<file path="config.mk">
export PLATFORM = sky130hd
export DESIGN_NAME = hsl_to_rgb_converter
export DESIGN_NICKNAME = d
export VERILOG_FILES = /design/src/rtl/core/hsl2rgb_pkg.sv /design/src/rtl/core/hsl_to_rgb_converter.sv
export VERILOG_INCLUDE_DIRS = /design/src /design/src/rtl/core
export SDC_FILE = /design/constraint.sdc
export NUM_CORES = 2
export LEC_CHECK = 0
export BUFFER_PORTS_ARGS = -buffer_cell sky130_fd_sc_hd__buf_2
export CAP_MARGIN = 25
export CORE_ASPECT_RATIO = 0.5
export CORE_MARGIN = 2
export CORE_UTILIZATION = 60
export CTS_CLUSTER_SIZE = 10
export DETAILED_ROUTE_END_ITERATION = 10
export MAX_ROUTING_LAYER = met4
export PLACE_DENSITY = 0.79
export SLEW_MARGIN = 20
export SYNTH_ARGS = -nofsm -noshare
export SYNTH_HDL_FRONTEND = slang
export SYNTH_SLANG_ARGS = --single-unit
</file>
<file path="constraint.sdc">
create_clock -name clk -period 6.4 [get_ports clk]
set_input_delay 0.32 -clock clk [delete_from_list [all_inputs] [get_ports clk]]
set_output_delay 0.32 -clock clk [all_outputs]
set_load 0.005 [all_outputs]
</file>
<file path="src/rtl/core/hsl_to_rgb_converter_macros.svh">
// Assertion macros for the HSL to RGB converter.
`ifndef HSL_TO_RGB_CONVERTER_MACROS_SVH
`define HSL_TO_RGB_CONVERTER_MACROS_SVH

// Condition must hold at every clock edge out of reset.
`define HSL2RGB_ASSERT_ALWAYS(label, cond) \
	label: assert property (@(posedge clk) disable iff (!arst_n) (cond)) \
		else $error("hsl2rgb: invariant violated");

// Antecedent at one edge implies consequent at the next edge.
`define HSL2RGB_ASSERT_NEXT(label, ante, cons) \
	label: assert property (@(posedge clk) disable iff (!arst_n) (ante) |=> (cons)) \
		else $error("hsl2rgb: sequence violated");

`endif

</file>
<file path="src/rtl/core/hsl2rgb_pkg.sv">
// Types and constants for the HSL to RGB converter.
package hsl2rgb_pkg;

	localparam int unsigned FracBits = 12;
	localparam int unsigned UnitW    = FracBits + 1;
	localparam int unsigned HueW     = 9;
	localparam int unsigned ChanW    = 8;
	localparam int unsigned ProdW    = 2 * UnitW;
	localparam int unsigned QW       = 2 * FracBits + 2;
	localparam int unsigned WeightW  = 6;
	localparam int unsigned NumW     = QW + WeightW + 1;
	localparam int unsigned ScaleW   = NumW + 5;
	localparam int unsigned ScaleSh  = 2 * FracBits + 2;

	localparam logic [HueW-1:0] DEG_60  = HueW'(60);
	localparam logic [HueW-1:0] DEG_120 = HueW'(120);
	localparam logic [HueW-1:0] DEG_180 = HueW'(180);
	localparam logic [HueW-1:0] DEG_240 = HueW'(240);
	localparam logic [HueW-1:0] DEG_360 = HueW'(360);

	localparam logic [UnitW-1:0]   UNIT_ONE  = UnitW'(1) << FracBits;
	localparam logic [UnitW-1:0]   UNIT_HALF = UnitW'(1) << (FracBits - 1);
	localparam logic [QW-1:0]      ONE_SQ    = QW'(1) << (2 * FracBits);
	localparam logic [WeightW-1:0] WEIGHT_FULL = WeightW'(60);
	localparam logic [NumW-1:0]    NUM_MAX   = NumW'(60) << (2 * FracBits);
	localparam logic [ChanW-1:0]   CHAN_MAX  = '1;

	typedef struct packed {
		logic [HueW-1:0]  hue_degrees;
		logic [UnitW-1:0] saturation;
		logic [UnitW-1:0] lightness;
	} hsl_pixel_t;

	typedef struct packed {
		logic [ChanW-1:0] red;
		logic [ChanW-1:0] green;
		logic [ChanW-1:0] blue;
	} rgb_pixel_t;

endpackage

</file>
<file path="src/rtl/core/hsl_to_rgb_converter.sv">
// HSL to RGB converter, five-stage pipeline with valid/ready on both sides.
//
//  channel | dir | handshake            | payload
//  hsl     | in  | hsl_valid/hsl_ready  | hue_degrees, saturation, lightness
//  rgb     | out | rgb_valid/rgb_ready  | red, green, blue
//
// One item per cycle sustained while rgb_ready stays high; five register stages
// (clamp/wrap, l*s product, q/p, ramp multiply, scale by 255/60 and saturate).
// Reset clears only the stage valid bits.
// A stall holds every full stage; empty stages still fill, so bubbles close up.
`include "hsl_to_rgb_converter_macros.svh"

module hsl_to_rgb_converter
	import hsl2rgb_pkg::*;
(
	input  logic       clk,
	input  logic       arst_n,
	input  logic       hsl_valid,
	output logic       hsl_ready,
	input  hsl_pixel_t hsl,
	output logic       rgb_valid,
	input  logic       rgb_ready,
	output rgb_pixel_t rgb
);

	function automatic logic [HueW-1:0] wrap_deg(input logic [HueW:0] d);
		logic [HueW:0] w;
		w = (d >= {1'b0, DEG_360}) ? d - {1'b0, DEG_360} : d;
		return w[HueW-1:0];
	endfunction

	function automatic logic [WeightW-1:0] ramp_weight(input logic [HueW-1:0] deg);
		logic [HueW-1:0]    fall;
		logic [WeightW-1:0] w;
		fall = DEG_240 - deg;
		if (deg < DEG_60) begin
			w = deg[WeightW-1:0];
		end else if (deg < DEG_180) begin
			w = WEIGHT_FULL;
		end else if (deg < DEG_240) begin
			w = fall[WeightW-1:0];
		end else begin
			w = '0;
		end
		return w;
	endfunction

	function automatic logic [UnitW-1:0] clamp_unit(input logic [UnitW-1:0] v);
		return (v > UNIT_ONE) ? UNIT_ONE : v;
	endfunction

	// floor(num * 255 / (60 * one^2)) == floor(num * 17 / (4 * one^2))
	function automatic logic [ChanW-1:0] scale_chan(input logic [NumW-1:0] num);
		logic [ScaleW-1:0] x17;
		logic [ScaleW-1:0] sh;
		x17 = (ScaleW'(num) << 4) + ScaleW'(num);
		sh  = x17 >> ScaleSh;
		return (sh > ScaleW'(CHAN_MAX)) ? CHAN_MAX : sh[ChanW-1:0];
	endfunction

	function automatic logic [NumW-1:0] ramp_num(input logic [QW-1:0] lo,
			input logic [QW-1:0] diff, input logic [WeightW-1:0] w);
		return NumW'(lo) * NumW'(WEIGHT_FULL) + NumW'(diff) * NumW'(w);
	endfunction

	logic rdy1, rdy2, rdy3, rdy4, rdy5;
	logic v_s1, v_s2, v_s3, v_s4, v_s5;

	assign rdy5      = !v_s5 || rgb_ready;
	assign rdy4      = !v_s4 || rdy5;
	assign rdy3      = !v_s3 || rdy4;
	assign rdy2      = !v_s2 || rdy3;
	assign rdy1      = !v_s1 || rdy2;
	assign hsl_ready = rdy1;

	always_ff @(posedge clk or negedge arst_n) begin
		if (!arst_n) begin
			v_s1 <= 1'b0;
			v_s2 <= 1'b0;
			v_s3 <= 1'b0;
			v_s4 <= 1'b0;
			v_s5 <= 1'b0;
		end else begin
			if (rdy1) v_s1 <= hsl_valid;
			if (rdy2) v_s2 <= v_s1;
			if (rdy3) v_s3 <= v_s2;
			if (rdy4) v_s4 <= v_s3;
			if (rdy5) v_s5 <= v_s4;
		end
	end

	// stage 1: clamp, hue wrap, per-channel angles
	logic [HueW-1:0]  hue_w;
	logic [HueW-1:0]  deg_r_s1, deg_g_s1, deg_b_s1;
	logic [UnitW-1:0] sat_s1, lit_s1;

	assign hue_w = wrap_deg({1'b0, hsl.hue_degrees});

	always_ff @(posedge clk) begin
		if (rdy1) begin
			deg_g_s1 <= hue_w;
			deg_r_s1 <= wrap_deg({1'b0, hue_w} + {1'b0, DEG_120});
			deg_b_s1 <= wrap_deg({1'b0, hue_w} + {1'b0, DEG_240});
			sat_s1   <= clamp_unit(hsl.saturation);
			lit_s1   <= clamp_unit(hsl.lightness);
		end
	end

	// stage 2: l*s product, ramp weights
	logic [ProdW-1:0]   prod_s2;
	logic [UnitW-1:0]   sat_s2, lit_s2;
	logic [WeightW-1:0] w_r_s2, w_g_s2, w_b_s2;
	logic               gray_s2;

	always_ff @(posedge clk) begin
		if (rdy2) begin
			prod_s2 <= ProdW'(lit_s1) * ProdW'(sat_s1);
			sat_s2  <= sat_s1;
			lit_s2  <= lit_s1;
			gray_s2 <= (sat_s1 == '0);
			w_r_s2  <= ramp_weight(deg_r_s1);
			w_g_s2  <= ramp_weight(deg_g_s1);
			w_b_s2  <= ramp_weight(deg_b_s1);
		end
	end

	// stage 3: q and p with 2*FracBits fraction bits, gray level
	logic [QW-1:0]        l_sq, s_sq, hi, lo;
	logic [UnitW+7:0]     gray_full;
	logic [QW-1:0]        lo_s3, diff_s3;
	logic [WeightW-1:0]   w_r_s3, w_g_s3, w_b_s3;
	logic                 gray_s3;
	logic [ChanW-1:0]     gray_val_s3;
	logic [UnitW+7:FracBits] gray_lvl;

	assign l_sq = QW'(lit_s2) << FracBits;
	assign s_sq = QW'(sat_s2) << FracBits;
	assign hi   = (lit_s2 < UNIT_HALF) ? l_sq + QW'(prod_s2)
	                                   : l_sq + s_sq - QW'(prod_s2);
	assign lo   = (l_sq << 1) - hi;
	assign gray_full = {lit_s2, 8'b0} - (UnitW+8)'(lit_s2);
	assign gray_lvl  = gray_full[UnitW+7:FracBits];

	always_ff @(posedge clk) begin
		if (rdy3) begin
			lo_s3       <= lo;
			diff_s3     <= hi - lo;
			w_r_s3      <= w_r_s2;
			w_g_s3      <= w_g_s2;
			w_b_s3      <= w_b_s2;
			gray_s3     <= gray_s2;
			gray_val_s3 <= (gray_lvl > ($bits(gray_lvl))'(CHAN_MAX)) ? CHAN_MAX
			               : gray_lvl[FracBits+ChanW-1:FracBits];
		end
	end

	// stage 4: ramp numerators, p*60 + (q-p)*weight
	logic [NumW-1:0]  num_r_s4, num_g_s4, num_b_s4;
	logic             gray_s4;
	logic [ChanW-1:0] gray_val_s4;

	always_ff @(posedge clk) begin
		if (rdy4) begin
			num_r_s4    <= ramp_num(lo_s3, diff_s3, w_r_s3);
			num_g_s4    <= ramp_num(lo_s3, diff_s3, w_g_s3);
			num_b_s4    <= ramp_num(lo_s3, diff_s3, w_b_s3);
			gray_s4     <= gray_s3;
			gray_val_s4 <= gray_val_s3;
		end
	end

	// stage 5: scale, saturate, output register
	rgb_pixel_t rgb_s5;

	always_ff @(posedge clk) begin
		if (rdy5) begin
			if (gray_s4) begin
				rgb_s5.red   <= gray_val_s4;
				rgb_s5.green <= gray_val_s4;
				rgb_s5.blue  <= gray_val_s4;
			end else begin
				rgb_s5.red   <= scale_chan(num_r_s4);
				rgb_s5.green <= scale_chan(num_g_s4);
				rgb_s5.blue  <= scale_chan(num_b_s4);
			end
		end
	end

	assign rgb_valid = v_s5;
	assign rgb       = rgb_s5;

	logic num_in_range;

	assign num_in_range = (num_r_s4 <= NUM_MAX) && (num_g_s4 <= NUM_MAX)
	                      && (num_b_s4 <= NUM_MAX);

	// q never exceeds 1.0
	`HSL2RGB_ASSERT_ALWAYS(a_q_le_one, !v_s3 || ((lo_s3 + diff_s3) <= ONE_SQ))
	// ramp numerators stay within 60 * 1.0
	`HSL2RGB_ASSERT_ALWAYS(a_num_range, !v_s4 || num_in_range)
	`HSL2RGB_ASSERT_NEXT(a_advance, v_s4 && rdy5, rgb_valid)
	`HSL2RGB_ASSERT_NEXT(a_gray_out, v_s4 && rdy5 && gray_s4, rgb.red == rgb.green && rgb.green == rgb.blue)

endmodule
</file>
==> run summary <==
clock slew at reported path FFs: 0.06 ns
placed wire-length estimate: 84140 um
flop and latch count out of synthesis: 330
startpoint types: flop
pin count of the biggest net entering global routing: 82
Final Hold Fails: 0
arrival time at the worst endpoint: 6.84 ns
Yosys warning total: 0
Layout Area Growth over Synthesis: 13.83%
Die ar.: 71300 um^2
Clock Sinks: 330
Initial DRC Count: 3017
Max Freq: 0.1533 GHz
synthesized instance count: 4270
Final Setup Violations: 5
proportion of layout cells with a drive suffix above 1: 13.64%
GRT Util Overall: 30.89%
clk_skew: 0.03990 ns
PortBufs: 64
TritonCTS clock tree: built
clk buf depth: 3
register area share after synthesis: 23.86%
Multi-input gate area: 29520 um^2
drt via density: 5.829
failing checks: setup timing
Hold Path Class: input pin to flop
Synth cell types: 95
fillers: 4887
Post-Syn Area: 41430 um^2
clk root buf: clkbuf_16
initial antenna violation count: 0
Post-synth top flop: edfxtp_1
relative slew slack: 34.24%
worst skew pair latency: 0.61 ns
Num CTS Buffers: 40
Synth async-reset ratio: 1.515%
Max Slew Vio Count: 0
Rows: 68
status: finished, violations left
crit path kind: flop to flop
period utilization: 101.9%
Via Count: 31940
Overflow after GRT: 0
FF/Latch Area: 9884 um^2
DRC errors left: 0
Core Box Area: 68660 um^2
syn_area_per_cell: 9.703 um^2
Total Routed Length: 106800 um
first-pass GRT wire length: 168800 um
worst-path maximum fanout: 3
htree depth: 2
initial core utilization: 60.34%
CP Capture Type: flop
DIE HEIGHT: 189.8 um
gpl congestion: 0.9738
WP data required: 6.71 ns
TritonRoute pass-1 iters: 6
PnR worst setup slack: -0.1221 ns
post-DR wirelength/cell: 19.49 um
Post-DRT Antenna Nets: 0
post-route minimum period: 6.522 ns
io pins: 65
Post-synth EDFFs: 325
Fin Hold WS: 0.01635 ns
Die X: 375.6 um
RSZ-0062 raised after global routing: true
worst slew pin tran: 0.9864 ns
vias in the first global route: 32680
max capacitance violation total: 0
Final nets: 5529
## cells by family after synthesis
family,after synthesis,share of synthesized area (%)
other cells,2,0.01813
xor+xnor,228,4.971
compound gates,591,9.673
mux,13,0.3322
simple gates,1324,14.99
flops,330,23.86
fa+ha+maj,942,38.52
buf+inv,840,7.637
## layout make-up
type | instances | share of cell area, %
tap | 910 | 2.414
timing repair buffer | 383 | 6.020
clock inverter | 6 | 0.2547
antenna | 1 | 0.005306
sequential | 330 | 20.96
clock buffer | 51 | 2.253
inverter | 690 | 5.492
multi-input combinational | 3108 | 62.60
## worst max-delay path, stage by stage (launching register included)
cell and delay, ns:
edfxtp_1 0.41, fa_1 0.61, fa_1 0.48, ha_1 0.30, a21o_1 0.17, a21oi_2 0.15, o21bai_1 0.11, a21oi_2 0.18
o21ai_2 0.09, a211oi_2 0.28, nor2_1 0.10, o21a_1 0.23, nor2_4 0.16, xnor2_4 0.18, fa_1 0.48, ha_1 0.31
a21o_1 0.16, a21o_1 0.16, a211oi_2 0.26, buf_4 0.17, nand2_2 0.05, o21ai_2 0.18, o21ai_2 0.11, a221oi_2 0.32
a21oi_2 0.12, a41oi_2 0.22, a21oi_1 0.11, xor2_1 0.16
## placed cells by master (no fill, tap or decap), types with 77 or more instances in the layout
| cell | synthesis | routed |
|---|---|---|
| a21oi_1 | 173 | 146 |
| and2_1 | 129 | 129 |
| nor2_1 | 152 | 145 |
| nand2_1 | 657 | 651 |
| inv_1 | 687 | 683 |
| ha_1 | 380 | 353 |
| buf_4 | 1 | 291 |
| edfxtp_1 | 325 | 325 |
| xnor2_1 | 164 | 152 |
| o21ai_0 | 87 | 77 |
| fa_1 | 557 | 556 |
## timing repair
| action | in CTS | in global routing |
|---|---|---|
| endpoints found under the hold margin | 23 | 0 |
| cloned | 0 | 0 |
| pin swaps | 58 | 80 |
| endpoints found under the setup margin | 24 | 34 |
| gates resized for setup | 54 | 131 |
| hold buffers | 19 | 0 |
| buffers inserted | 20 | 24 |
## per-stage QoR
| step | instance area (um^2) | setup WS, ns | instances | TNS [ns] | util, % |
|---|---|---|---|---|---|
| floorplan | 41520 | -0.001181 | 4278 | -0.001181 | - |
| global placement | 44430 | -0.3471 | 5364 | -2.704 | 64.71 |
| detailed placement | 44430 | -0.4798 | 5364 | -5.183 | 64.71 |
| CTS | 46260 | -0.1005 | 5459 | -0.1532 | 67.37 |
| global route | 47160 | -0.4456 | 5478 | -4.340 | 68.68 |
| finish | 47160 | -0.1221 | 5479 | -0.4670 | 68.68 |
## cell usage after synthesis, types with 28 or more instances
cell | n | area, um^2
a21o_1 | 70 | 525.5
and2_1 | 129 | 807.0
xor2_1 | 59 | 516.8
a31oi_1 | 29 | 181.4
nor3_1 | 75 | 375.4
nor4_1 | 28 | 175.2
nand2_1 | 657 | 2466
nor2_1 | 152 | 570.6
inv_1 | 687 | 2579
clkbuf_1 | 142 | 533.0
fa_1 | 557 | 11150
a21oi_1 | 173 | 865.8
nand3_1 | 60 | 300.3
o21ai_0 | 87 | 435.4
edfxtp_1 | 325 | 9759
ha_1 | 380 | 4755
nand2b_1 | 37 | 231.5
nor2b_1 | 57 | 356.6
xnor2_1 | 164 | 1436
## sequential cells by signal (all words and copies together) (netlist names), 9 cells and up
| signal | count |
|---|---|
| num_b_s4 | 32 |
| num_g_s4 | 32 |
| num_r_s4 | 32 |
| lo_s3 | 26 |
| prod_s2 | 26 |
| diff_s3 | 25 |
| rgb | 24 |
| lit_s1 | 13 |
| lit_s2 | 13 |
| sat_s1 | 13 |
| sat_s2 | 13 |
| deg_r_s1 | 9 |
## worst paths after layout
| kind | start | endpoint | slack, ns | cells past startpoint |
|---|---|---|---|---|
| max in group asynchronous | arst_n | v_s2 | 6.20 | 2 |
| worst max register to register | lo_s3[0] | num_b_s4[31] | -0.12 | 27 |
| worst min register to register | w_b_s2[1] | w_b_s3[1] | 0.40 | 0 |
| min in group asynchronous | arst_n | v_s4 | 0.07 | 2 |
| worst min-delay path | hsl[8] | lit_s1[8] | 0.02 | 2 |
| worst max-delay path | lo_s3[0] | num_b_s4[31] | -0.12 | 27 |
## metal layers
metal	routed length, um	vias to the layer above	global-route usage [%]
met5	0	-	-
met4	2354	0	7.198
met1	45360	15690	42.17
li1	-	14540	-
met2	47190	1509	46.57
met3	11850	200	8.073
Power is not shown: default switching activity piles up to over one toggle a cycle in this logic, so the estimate is an artifact.
